--- config.mk ---
export PLATFORM = sky130hd
export DESIGN_NAME = delimited_frame_id_decoder
export DESIGN_NICKNAME = d
export VERILOG_FILES = /design/src/dfid_pkg.sv /design/src/dfid_front.sv /design/src/dfid_back.sv /design/src/delimited_frame_id_decoder.sv
export VERILOG_INCLUDE_DIRS = /design/src /design/src/src
export SDC_FILE = /design/constraint.sdc
export NUM_CORES = 1
export LEC_CHECK = 0
export BUFFER_PORTS_ARGS = -buffer_cell sky130_fd_sc_hd__buf_4
export CORE_ASPECT_RATIO = 1.2
export CORE_MARGIN = 1
export CORE_UTILIZATION = 30
export DETAILED_ROUTE_END_ITERATION = 7
export SETUP_SLACK_MARGIN = 0.15
export SYNTH_ARGS = -nofsm -noshare
export SYNTH_HDL_FRONTEND = slang
export SYNTH_SLANG_ARGS = --single-unit
--- constraint.sdc ---
create_clock -name clk -period 7.7 [get_ports clk]
set_input_delay 1.54 -clock clk [delete_from_list [all_inputs] [get_ports clk]]
set_output_delay 1.54 -clock clk [all_outputs]
set_load 0.01 [all_outputs]
--- src/delimited_frame_id_decoder_defines.svh ---
// assertion macros for the delimited frame id decoder
// no dependencies; included by the modules that carry assertions
`ifndef DELIMITED_FRAME_ID_DECODER_DEFINES_SVH
`define DELIMITED_FRAME_ID_DECODER_DEFINES_SVH
`ifndef SYNTH
// check on every clock edge outside reset
`define DFID_ASSERT(lbl, prop) \
	lbl: assert property (@(posedge clk) disable iff (!arst_n) prop) \
	else $error("dfid assertion failed");
// check on every clock edge, reset included
`define DFID_ASSERT_ALWAYS(lbl, prop) \
	lbl: assert property (@(posedge clk) prop) \
	else $error("dfid assertion failed");
`else
`define DFID_ASSERT(lbl, prop)
`define DFID_ASSERT_ALWAYS(lbl, prop)
`endif
`endif

--- src/dfid_pkg.sv ---
// shared types, constants and the id table of the delimited frame id decoder
// no dependencies
package dfid_pkg;

	// frame size limit and the payload length cap derived from it
	localparam int MAX_FRAME = 2048;
	localparam int LEN_W = 11;
	localparam int LIMIT_INT = (MAX_FRAME - 2 > 2046) ? 2046 : MAX_FRAME - 2;
	localparam logic [LEN_W-1:0] FRAME_LIMIT = LEN_W'(LIMIT_INT);

	// delimiter bytes: header is lf cr, tail is cr lf
	localparam logic [7:0] BYTE_LF = 8'h0A;
	localparam logic [7:0] BYTE_CR = 8'h0D;

	typedef enum logic [1:0] {
		PH_HUNT  = 2'd0,
		PH_SEEN  = 2'd1,
		PH_FRAME = 2'd2
	} phase_t;

	typedef enum logic [1:0] {
		ST_OK         = 2'd0,
		ST_SHORT      = 2'd1,
		ST_UNKNOWN_ID = 2'd2,
		ST_OVERFLOW   = 2'd3
	} status_t;

	typedef enum logic {
		KIND_PAYLOAD = 1'b0,
		KIND_SUMMARY = 1'b1
	} kind_t;

	typedef struct packed {
		kind_t             kind;
		logic [7:0]        payload_byte;
		logic [LEN_W-1:0]  frame_length;
		logic [7:0]        msg_type;
		logic [3:0]        mapped_id;
		status_t           frame_status;
	} result_t;

	// raw id byte to id 1..13, 0 when unknown
	function automatic logic [3:0] map_id(input logic [7:0] raw);
		logic [3:0] id;
		unique case (raw)
			8'd97:   id = 4'd1;
			8'd98:   id = 4'd2;
			8'd99:   id = 4'd3;
			8'd112:  id = 4'd4;
			8'd120:  id = 4'd5;
			8'd102:  id = 4'd6;
			8'd111:  id = 4'd7;
			8'd121:  id = 4'd8;
			8'd103:  id = 4'd9;
			8'd108:  id = 4'd10;
			8'd107:  id = 4'd11;
			8'd106:  id = 4'd12;
			8'd238:  id = 4'd13;
			default: id = 4'd0;
		endcase
		return id;
	endfunction

endpackage

--- src/dfid_front.sv ---
// front part: header hunt, one-byte hold-back, tail and limit detection
// depends on dfid_pkg and the assertion macro header
`include "delimited_frame_id_decoder_defines.svh"

module dfid_front (
	input  logic             clk,
	input  logic             arst_n,
	input  logic             accept,
	input  logic [7:0]       rx_byte,
	output logic             push,
	output dfid_pkg::result_t result
);

	dfid_pkg::phase_t phase_q, phase_d;
	logic                       held_valid_q, held_valid_d;
	logic [7:0]                 held_byte_q, held_byte_d;
	logic [dfid_pkg::LEN_W-1:0] count_q, count_d;
	logic [7:0]                 type_q, type_d;
	logic [7:0]                 raw_id_q, raw_id_d;

	logic       is_tail;
	logic       at_limit;
	logic [3:0] id_lookup;

	assign is_tail   = held_valid_q && (held_byte_q == dfid_pkg::BYTE_CR)
		&& (rx_byte == dfid_pkg::BYTE_LF);
	assign at_limit  = held_valid_q && (count_q >= dfid_pkg::FRAME_LIMIT);
	assign id_lookup = dfid_pkg::map_id(raw_id_q);

	// next phase
	always_comb begin
		unique case (phase_q)
			dfid_pkg::PH_SEEN: begin
				if (rx_byte == dfid_pkg::BYTE_CR) begin
					phase_d = dfid_pkg::PH_FRAME;
				end else if (rx_byte == dfid_pkg::BYTE_LF) begin
					phase_d = dfid_pkg::PH_SEEN;
				end else begin
					phase_d = dfid_pkg::PH_HUNT;
				end
			end
			dfid_pkg::PH_FRAME: begin
				if (is_tail) begin
					phase_d = dfid_pkg::PH_HUNT;
				end else if (at_limit) begin
					phase_d = (rx_byte == dfid_pkg::BYTE_LF) ? dfid_pkg::PH_SEEN
						: dfid_pkg::PH_HUNT;
				end else begin
					phase_d = dfid_pkg::PH_FRAME;
				end
			end
			default: begin
				phase_d = (rx_byte == dfid_pkg::BYTE_LF) ? dfid_pkg::PH_SEEN
					: dfid_pkg::PH_HUNT;
			end
		endcase
	end

	// result item and frame register updates
	always_comb begin
		push         = 1'b0;
		result       = '0;
		held_valid_d = held_valid_q;
		held_byte_d  = held_byte_q;
		count_d      = count_q;
		type_d       = type_q;
		raw_id_d     = raw_id_q;
		unique case (phase_q)
			dfid_pkg::PH_SEEN: begin
				if (rx_byte == dfid_pkg::BYTE_CR) begin
					held_valid_d = 1'b0;
					held_byte_d  = '0;
					count_d      = '0;
					type_d       = '0;
					raw_id_d     = '0;
				end
			end
			dfid_pkg::PH_FRAME: begin
				if (!held_valid_q) begin
					held_valid_d = 1'b1;
					held_byte_d  = rx_byte;
				end else if (is_tail || at_limit) begin
					// frame summary, tail or overflow abort
					push                = accept;
					result.kind         = dfid_pkg::KIND_SUMMARY;
					result.frame_length = count_q;
					result.msg_type     = (count_q != '0) ? type_q : 8'd0;
					if (!is_tail) begin
						result.frame_status = dfid_pkg::ST_OVERFLOW;
					end else if (count_q < dfid_pkg::LEN_W'(2)) begin
						result.frame_status = dfid_pkg::ST_SHORT;
					end else if (id_lookup != 4'd0) begin
						result.frame_status = dfid_pkg::ST_OK;
						result.mapped_id    = id_lookup;
					end else begin
						result.frame_status = dfid_pkg::ST_UNKNOWN_ID;
					end
					held_valid_d = 1'b0;
					held_byte_d  = '0;
				end else begin
					// release the held byte one step late
					push                = accept;
					result.kind         = dfid_pkg::KIND_PAYLOAD;
					result.payload_byte = held_byte_q;
					if (count_q == '0) begin
						type_d = held_byte_q;
					end
					if (count_q == dfid_pkg::LEN_W'(1)) begin
						raw_id_d = held_byte_q;
					end
					count_d     = count_q + dfid_pkg::LEN_W'(1);
					held_byte_d = rx_byte;
				end
			end
			default: begin
			end
		endcase
	end

	// state registers, updated per accepted transaction
	always_ff @(posedge clk or negedge arst_n) begin
		if (!arst_n) begin
			phase_q      <= dfid_pkg::PH_HUNT;
			held_valid_q <= 1'b0;
			held_byte_q  <= '0;
			count_q      <= '0;
			type_q       <= '0;
			raw_id_q     <= '0;
		end else if (accept) begin
			phase_q      <= phase_d;
			held_valid_q <= held_valid_d;
			held_byte_q  <= held_byte_d;
			count_q      <= count_d;
			type_q       <= type_d;
			raw_id_q     <= raw_id_d;
		end
	end

	// byte count stays within the limit
	`DFID_ASSERT(a_count_in_range, count_q <= dfid_pkg::FRAME_LIMIT)
	// an ok summary always carries a mapped id, other summaries never do
	`DFID_ASSERT(a_id_matches_status, push && result.kind == dfid_pkg::KIND_SUMMARY |-> ((result.frame_status == dfid_pkg::ST_OK) == (result.mapped_id != 4'd0)))
	// an overflow summary reports the limit as length
	`DFID_ASSERT(a_overflow_length, push && result.frame_status == dfid_pkg::ST_OVERFLOW && result.kind == dfid_pkg::KIND_SUMMARY |-> result.frame_length == dfid_pkg::FRAME_LIMIT)
	// a summary always ends the frame
	`DFID_ASSERT(a_summary_rehunts, push && result.kind == dfid_pkg::KIND_SUMMARY |=> phase_q != dfid_pkg::PH_FRAME && !held_valid_q)

endmodule

--- src/dfid_back.sv ---
// back part: two-entry result queue whose head drives the output stream
// depends on dfid_pkg and the assertion macro header
`include "delimited_frame_id_decoder_defines.svh"

module dfid_back (
	input  logic              clk,
	input  logic              arst_n,
	input  logic              push,
	input  dfid_pkg::result_t push_data,
	output logic              space,
	output logic              m_axis_tvalid,
	input  logic              m_axis_tready,
	output logic [39:0]       m_axis_tdata,
	output logic              m_axis_tlast
);

	dfid_pkg::result_t slot_q [2];
	logic              wr_ptr_q;
	logic              rd_ptr_q;
	logic [1:0]        count_q;
	logic              pop;
	dfid_pkg::result_t head;

	assign space         = (count_q != 2'd2);
	assign m_axis_tvalid = (count_q != 2'd0);
	assign pop           = m_axis_tvalid && m_axis_tready;
	assign head          = slot_q[rd_ptr_q];

	// output packing, lowest field first
	assign m_axis_tlast = head.kind;
	assign m_axis_tdata = {7'd0, head.frame_status, head.mapped_id, head.msg_type,
		head.frame_length, head.payload_byte};

	// queue storage
	always_ff @(posedge clk) begin
		if (push) begin
			slot_q[wr_ptr_q] <= push_data;
		end
	end

	// pointers and fill level
	always_ff @(posedge clk or negedge arst_n) begin
		if (!arst_n) begin
			wr_ptr_q <= 1'b0;
			rd_ptr_q <= 1'b0;
			count_q  <= 2'd0;
		end else begin
			if (push) begin
				wr_ptr_q <= ~wr_ptr_q;
			end
			if (pop) begin
				rd_ptr_q <= ~rd_ptr_q;
			end
			case ({push, pop})
				2'b10:   count_q <= count_q + 2'd1;
				2'b01:   count_q <= count_q - 2'd1;
				default: count_q <= count_q;
			endcase
		end
	end

	// queue never holds more than two entries
	`DFID_ASSERT(a_count_max, count_q <= 2'd2)
	// no push into a full queue
	`DFID_ASSERT(a_no_overrun, push |-> space)
	// pointer distance agrees with the fill level
	`DFID_ASSERT(a_ptr_level, (count_q == 2'd1) == (wr_ptr_q != rd_ptr_q))
	// push without pop grows the level by one
	`DFID_ASSERT(a_level_grows, push && !pop |=> count_q == $past(count_q) + 2'd1)

endmodule

--- src/delimited_frame_id_decoder.sv ---
// Delimited frame id decoder: takes one received byte per transaction and
// hunts for the header 0x0A 0x0D, then passes payload bytes on one
// transaction late (so the 0x0D of the tail 0x0D 0x0A is never passed on)
// and closes each frame with a summary item carrying length, type byte,
// status and the id mapped to 1..13. Frames longer than the length limit are
// aborted with an overflow summary. A byte is taken in every cycle while the
// two-entry result queue has room; each byte gives at most one result item,
// so with a ready sink the block sustains one byte per clock and the queue
// only fills when the output side stalls. tlast marks a summary item.
// depends on dfid_pkg, dfid_front and dfid_back

module delimited_frame_id_decoder (
	input  logic        clk,
	input  logic        arst_n,
	input  logic        s_axis_tvalid,
	output logic        s_axis_tready,
	input  logic [7:0]  s_axis_tdata,  // [7:0] rx_byte
	output logic        m_axis_tvalid,
	input  logic        m_axis_tready,
	// [7:0] payload_byte, [18:8] frame_length, [26:19] msg_type,
	// [30:27] mapped_id, [32:31] frame_status, [39:33] zero
	output logic [39:0] m_axis_tdata,
	output logic        m_axis_tlast   // result_kind
);

	logic              space;
	logic              accept;
	logic              push;
	dfid_pkg::result_t result;

	// input transaction taken while the queue has room
	assign s_axis_tready = space;
	assign accept        = s_axis_tvalid && space;

	dfid_front u_front (
		.clk     (clk),
		.arst_n  (arst_n),
		.accept  (accept),
		.rx_byte (s_axis_tdata),
		.push    (push),
		.result  (result)
	);

	dfid_back u_back (
		.clk           (clk),
		.arst_n        (arst_n),
		.push          (push),
		.push_data     (result),
		.space         (space),
		.m_axis_tvalid (m_axis_tvalid),
		.m_axis_tready (m_axis_tready),
		.m_axis_tdata  (m_axis_tdata),
		.m_axis_tlast  (m_axis_tlast)
	);

endmodule

==> results.py, run 1 <==
metrics = {
    "synth": {
        "synth-seq-cells": 110,
        "synth.avg_cell_area_um2": 11.8,
        "synth_edf_count": 68,
        "post-synth-top-area-cell": "sky130_fd_sc_hd__edfxtp_1",
        "async_flop_share_pct": 38.2,
        "synth.cell_area_um2": 5480,
        "warnings_synthesis": 0,
        "synth.distinct_cells": 68,
        "yosys_most_used_dff": "sky130_fd_sc_hd__edfxtp_1",
        "synth_top_area_share_pct": 37.3,
        "ys_top_cells_by_area": "sky130_fd_sc_hd__edfxtp_1, sky130_fd_sc_hd__dfrtp_1, sky130_fd_sc_hd__mux2_2",
        "post_synth_inst_count": 466,
        "most_numerous_cell_in_the_yosys_netlist": "sky130_fd_sc_hd__edfxtp_1",
        "ys_seq_area_share_pct": 56.5,
        "top_cell_types_by_occurrence_after_synthesis": "sky130_fd_sc_hd__edfxtp_1, sky130_fd_sc_hd__nand2_1, sky130_fd_sc_hd__dfrtp_1",
    },
    "clock_network": {
        "cts_buffers": 9,
        "cts-root-buf": "sky130_fd_sc_hd__clkbuf_16",
        "cts_post_setup_buffers_inserted": 0,
        "clk_latency_ns": 0.35,
        "htreeDepth": 3,
        "clkSlewWorstSetupHoldPaths_ns": 0.07,
        "ctsResizeCount": 0,
        "cts.hold.buffers_added": 0,
        "clock_path_buffers": 2,
        "clock_sink_count": 110,
        "clock_tree_from_tritoncts": "done",
    },
    "global_routing": {
        "track_usage_pct": 12.9,
        "via_count_of_the_first_global_routing_pass": 3674,
        "globalRoute.totalOverflow": 0,
        "number_of_antenna_violations_at_the_first_check_in_global_routing": 0,
        "grt_start_max_net_pins": 48,
        "wire_length_of_the_first_global_routing_pass_um": 18800,
    },
    "drt": {
        "wl_per_cell_um": 16.3,
        "dr_total_vias": 3706,
        "remaining_drc_errors": 4,
        "via_per_inst": 5.16,
        "routed_wl_um": 11700,
        "initialDrtViolationCount": 223,
        "ant_nets": 0,
        "first_pass_iters": 8,
    },
    "setup_path": {
        "path_cells": "buf_4 -> nor4b_1 -> and4b_1 -> a31oi_2 -> nor3_2 -> and2_1",
        "timing.critical_path.slowest_stage_cell": "sky130_fd_sc_hd__a31oi_2",
        "worstSetupPathDepth": 6,
        "critical_path.endpoint_type": "flop",
        "r2r.worst_path.cells": 8,
        "cp_top_family": "compound AO/OA/AOI/OAI gates",
        "critical_path_class": "in -> reg",
        "crit_path_max_fanout": 23,
        "crit_required_ns": 7.80,
        "timing.critical_path.arrival_ns": 3.51,
        "critPathBufInv": 1,
        "startpoint_type": "input pin",
        "critical_path.max_stage_delay_ns": 0.97,
    },
    "sta": {
        "final_critical_delay_including_setup_and_external_delays_ns": 3.41,
        "report.final.hold_viol_count": 0,
        "worst_slew_margin_rel_pct": 22.7,
        "final_setup_violations": 0,
        "totalNegativeSetupSlack_ns": 0,
        "layout_worst_path_cycle_share_pct": 44.3,
        "rsz0062_at_grt": "no",
        "max_freq_ghz": 0.293,
        "timing.final.max_slew_violations": 0,
        "timing.clock.skew_ns": 0.00530,
        "tightest_slew_ns": 1.16,
    },
    "power_and_ir_drop": {
        "static_leakage_nw": 2.29,
        "power.total_mw": 1.33,
        "powerDensity_nw_per_um2": 212,
        "max-vdd-ir-drop_v": 0.0000945,
    },
    "die": {
        "die_w_um": 125,
        "initial_core_util_pct": 30.9,
        "design.die.area_um2": 18800,
        "ios": 55,
        "floorplan_core_area_um2": 17700,
        "placement_rows": 53,
        "floorplan.die.height_um": 150,
    },
    "place": {
        "gpl.final_weighted_congestion": 0.790,
        "dp_cells": 702,
        "post-dp-hpwl_um": 7870,
        "placement.io_buffers": 47,
    },
    "final_layout": {
        "insertedDiodeCount": 0,
        "drive_gt1_share_pct": 24.1,
        "syn2layout_area_growth_pct": 14.8,
        "postLayoutCoreUtil_pct": 35.5,
        "finalNonFillerCells": 718,
        "nNetsFinal": 511,
    },
    "run_status": {
        "violations_in_the_final_reports": "DRC",
        "status": "complete, but fails checks",
    },
    "job": {
        "maxCapViolCount": 0,
    },
    "min_path": {
        "worst_hold_path_type": "reg -> reg",
        "timing.hold.worst_path_depth": 1,
    },
}
[through the flow]
step	setup WS, ns	hold WS, ns	instance area, µm²
final	4.29	0.485	6290
after global routing	4.12	0.515	6290
after detailed placement	3.93	0.483	5960
after global placement	4.04	0.459	5960
after floorplan	4.13	0.456	5500
after CTS	4.29	0.495	6290
[flip-flops by register name, summed over array words and instances, names as in the netlist]
| name | count |
|---|---|
| u_back.count_q | 2 |
| u_back.rd_ptr_q | 1 |
| u_back.slot_q | 68 |
| u_back.wr_ptr_q | 1 |
| u_front.count_q | 11 |
| u_front.held_byte_q | 8 |
| u_front.held_valid_q | 1 |
| u_front.phase_q | 2 |
| u_front.raw_id_q | 8 |
| u_front.type_q | 8 |
[layout make-up]
cell class	count	area [µm²]
Multi-Input combinational cell	309	2160
Clock inverter	6	90.1
Tap cell	220	275
Sequential cell	110	3090
Clock buffer	10	239
Fill cell	1727	11400
Timing Repair Buffer	51	383
Inverter	12	45.0
[report_power, final]
group | internal, mW | switching [mW]
logic | 0.0703 | 0.110
registers | 0.633 | 0.0110
clock network | 0.296 | 0.211
total | 0.999 | 0.332
[metal layers]
| metal | wire [µm] | GRT usage [%] | vias to the layer above |
|---|---|---|---|
| met5 | 0 | 0 | - |
| li1 | - | - | 1780 |
| met3 | 497 | 2.11 | 23 |
| met2 | 5630 | 21.3 | 86 |
| met4 | 383 | 8.23 | 0 |
| met1 | 5180 | 15.9 | 1817 |
[final timing paths]
kind	start	endpoint	slack, ns
min reg2reg	u_back.rd_ptr_q$_DFFE_PN0P_	u_back.rd_ptr_q$_DFFE_PN0P_	0.49
max in group asynchronous	arst_n	u_front.type_q[7]$_DFFE_PN0P_	6.14
min in group asynchronous	arst_n	u_front.held_byte_q[2]$_DFFE_PN0P_	1.18
max	s_axis_tdata[3]	u_back.slot_q[0][8]$_DFFE_PP_	4.29
min	u_back.rd_ptr_q$_DFFE_PN0P_	u_back.rd_ptr_q$_DFFE_PN0P_	0.49
max reg2reg	u_front.phase_q[0]$_DFFE_PN0P_	u_front.count_q[5]$_DFFE_PN0P_	4.42
[cell families after synthesis]
kind of cell	Yosys count	share of synthesized area, %
AO/OA/AOI/OAI	68	10.2
XOR/XNOR	7	1.12
adder cells (fa/ha/maj)	6	1.37
buffers and inverters	53	4.54
flip-flops	110	56.5
multiplexers	36	7.35
other	1	0.0684
AND/OR/NAND/NOR	185	18.9
[layout by cell type (no fill, tap or decap), drive strengths merged, types with 3 or more instances in the layout]
cell	Yosys	final
conb	1	7
nand4	4	4
ha	6	6
or3	7	7
o211ai	6	6
buf	20	51
a31oi	3	3
xnor2	4	4
nor4b	5	5
a21oi	7	7
nor2b	4	4
o21ai	9	9
clkbuf	21	10
xor2	3	3
nand2	46	46
a221o	16	16
o311ai	5	5
nand2b	5	5
mux2	34	34
and2	11	11
nand3	14	14
and3	28	28
edfxtp	68	68
nor2	30	30
inv	12	14
nor3	14	14
dfrtp	42	42
nor4	3	3
(Power assumes the default switching activity.)
==> inputs of run 2 (changes only) <==
Clock period 7.7 ns to 3.45 ns, I/O delays scaled along.
==> results.py, run 2 (synthesized netlist as in run 1, its figures left out) <==
metrics = {
    "run_status": {
        "status": "complete, but fails checks",
        "violations_in_the_final_reports": "DRC",
    },
    "die": {
        "ios": 55,
        "design.die.area_um2": 18800,
        "placement_rows": 53,
        "die_w_um": 125,
        "floorplan.die.height_um": 150,
        "floorplan_core_area_um2": 17700,
        "initial_core_util_pct": 30.9,
    },
    "power_and_ir_drop": {
        "powerDensity_nw_per_um2": 446,
        "static_leakage_nw": 2.28,
        "power.total_mw": 2.79,
        "max-vdd-ir-drop_v": 0.000224,
    },
    "global_routing": {
        "grt_use_met2_pct": 21.9,
        "track_usage_pct": 13.5,
        "via_count_of_the_first_global_routing_pass": 3726,
        "number_of_antenna_violations_at_the_first_check_in_global_routing": 0,
        "grt_util_met3_pct": 2.22,
        "grtUsageMet1_pct": 17.3,
        "global_route.peak_usage_layer": "met2",
        "globalRoute.totalOverflow": 0,
        "wire_length_of_the_first_global_routing_pass_um": 19500,
        "grt_start_max_net_pins": 43,
    },
    "drt": {
        "dr_total_vias": 3712,
        "first_pass_iters": 8,
        "via_per_inst": 5.14,
        "wl_per_cell_um": 16.2,
        "routed_wl_um": 11700,
        "remaining_drc_errors": 4,
        "initialDrtViolationCount": 304,
        "ant_nets": 0,
    },
    "clock_network": {
        "clkSlewWorstSetupHoldPaths_ns": 0.07,
        "clock_path_buffers": 2,
        "clk_latency_ns": 0.35,
        "clock_tree_from_tritoncts": "done",
        "cts_post_setup_buffers_inserted": 0,
        "cts_buffers": 9,
        "ctsResizeCount": 0,
        "cts-root-buf": "sky130_fd_sc_hd__clkbuf_16",
        "htreeDepth": 3,
        "cts.hold.buffers_added": 0,
        "clock_sink_count": 110,
    },
    "final_layout": {
        "syn2layout_area_growth_pct": 14.2,
        "largest_register_ffs": 68,
        "finalNonFillerCells": 722,
        "n_fill_cell": 1732,
        "nNetsFinal": 515,
        "insertedDiodeCount": 0,
        "reg_top3": "u_back.slot_q (68), u_front.count_q (11)",
        "drive_gt1_share_pct": 24.1,
        "mostFrequentLayoutCell": "sky130_fd_sc_hd__edfxtp_1",
        "multi_input_comb_area_um2": 2160,
        "final_cell_mix": "sky130_fd_sc_hd__edfxtp_1, sky130_fd_sc_hd__buf_4, sky130_fd_sc_hd__nand2_1",
        "area.sequential_um2": 3090,
        "max_flop_register": "u_back.slot_q",
    },
    "sta": {
        "timing.clock.skew_ns": 0.00882,
        "timing.final.max_slew_violations": 0,
        "hold_slack_ns": 0.331,
        "totalNegativeSetupSlack_ns": 0,
        "worst_slew_margin_rel_pct": 44.8,
        "final_setup_violations": 0,
        "layout_worst_path_cycle_share_pct": 72.2,
        "tightest_slew_ns": 0.821,
        "rsz0062_at_grt": "no",
        "final_critical_delay_including_setup_and_external_delays_ns": 2.49,
        "max_freq_ghz": 0.401,
        "report.final.hold_viol_count": 0,
        "setup_ws_ns": 0.958,
    },
    "place": {
        "dp_cells": 706,
        "dp_slack_ns": 0.751,
        "gpl.final_weighted_congestion": 0.780,
        "placement.io_buffers": 47,
        "post-dp-hpwl_um": 7950,
    },
    "setup_path": {
        "timing.rr.end": "u_back.slot_q[1][16]$_DFFE_PP_",
        "critical_path_class": "reg -> reg",
        "r2r.worst_path.cells": 7,
        "regToRegSetupSlack_ns": 0.96,
        "crit_path_max_fanout": 34,
        "startpoint_type": "flop",
        "critical_path.endpoint_type": "flop",
        "crit_required_ns": 3.44,
        "timing.critical_path.arrival_ns": 2.48,
        "worst_r2r_startpoint": "u_front.phase_q[0]$_DFFE_PN0P_",
    },
    "min_path": {
        "worst_hold_path_type": "in -> async",
    },
    "job": {
        "maxCapViolCount": 0,
    },
}
## run 2: layer usage
metal	up-vias	part of all wire [%]
met3	19	5.9
met5	-	0
met1	1810	44
li1	1776	-
met4	0	2.5
met2	107	48
## run 2: how the worst max path moves through the flow
stage / cells past startpoint / slack [ns] / start / endpoint
after detailed placement: 6 / 0.75 / s_axis_tdata[0] / u_back.slot_q[1][11]$_DFFE_PP_
final: 7 / 0.96 / u_front.phase_q[0]$_DFFE_PN0P_ / u_back.slot_q[1][16]$_DFFE_PP_
after global placement: 6 / 0.82 / s_axis_tdata[0] / u_back.slot_q[0][6]$_DFFE_PP_
after CTS: 7 / 0.93 / u_front.phase_q[0]$_DFFE_PN0P_ / u_back.slot_q[1][16]$_DFFE_PP_
after global routing: 7 / 0.75 / u_front.phase_q[0]$_DFFE_PN0P_ / u_back.slot_q[1][16]$_DFFE_PP_
after floorplan: 7 / 0.22 / u_front.phase_q[0]$_DFFE_PN0P_ / u_back.slot_q[0][0]$_DFFE_PP_
## run 2: final cells by class
cell class                      count  area share [%]
Tap cell                          220            4.40
Inverter                           12           0.720
Multi-Input combinational cell    309            34.6
Timing Repair Buffer               55            6.60
Sequential cell                   110            49.4
Clock inverter                      5           0.540
Clock buffer                       11            3.72
## run 2: power breakdown
group | switching, mW | leakage (nW) | internal (mW)
combinational | 0.241 | 1.03 | 0.160
clock | 0.463 | 0.128 | 0.491
sequential | 0.0240 | 1.12 | 1.41
## run 2: per-stage QoR
step,instance area [µm²],utilization (%)
floorplan,5500,-
global placement,5990,33.8
detailed placement,5990,33.8
CTS,6260,35.3
global route,6260,35.3
finish,6260,35.3
## run 2: critical path, stage by stage (launching register included)
cell,delay [ns]
sky130_fd_sc_hd__dfrtp_1,0.39
sky130_fd_sc_hd__inv_1,0.08
sky130_fd_sc_hd__ha_1,0.15
sky130_fd_sc_hd__buf_4,0.23
sky130_fd_sc_hd__and2_1,0.42
sky130_fd_sc_hd__nand3_1,0.26
sky130_fd_sc_hd__nor2_2,0.13
sky130_fd_sc_hd__buf_4,0.45
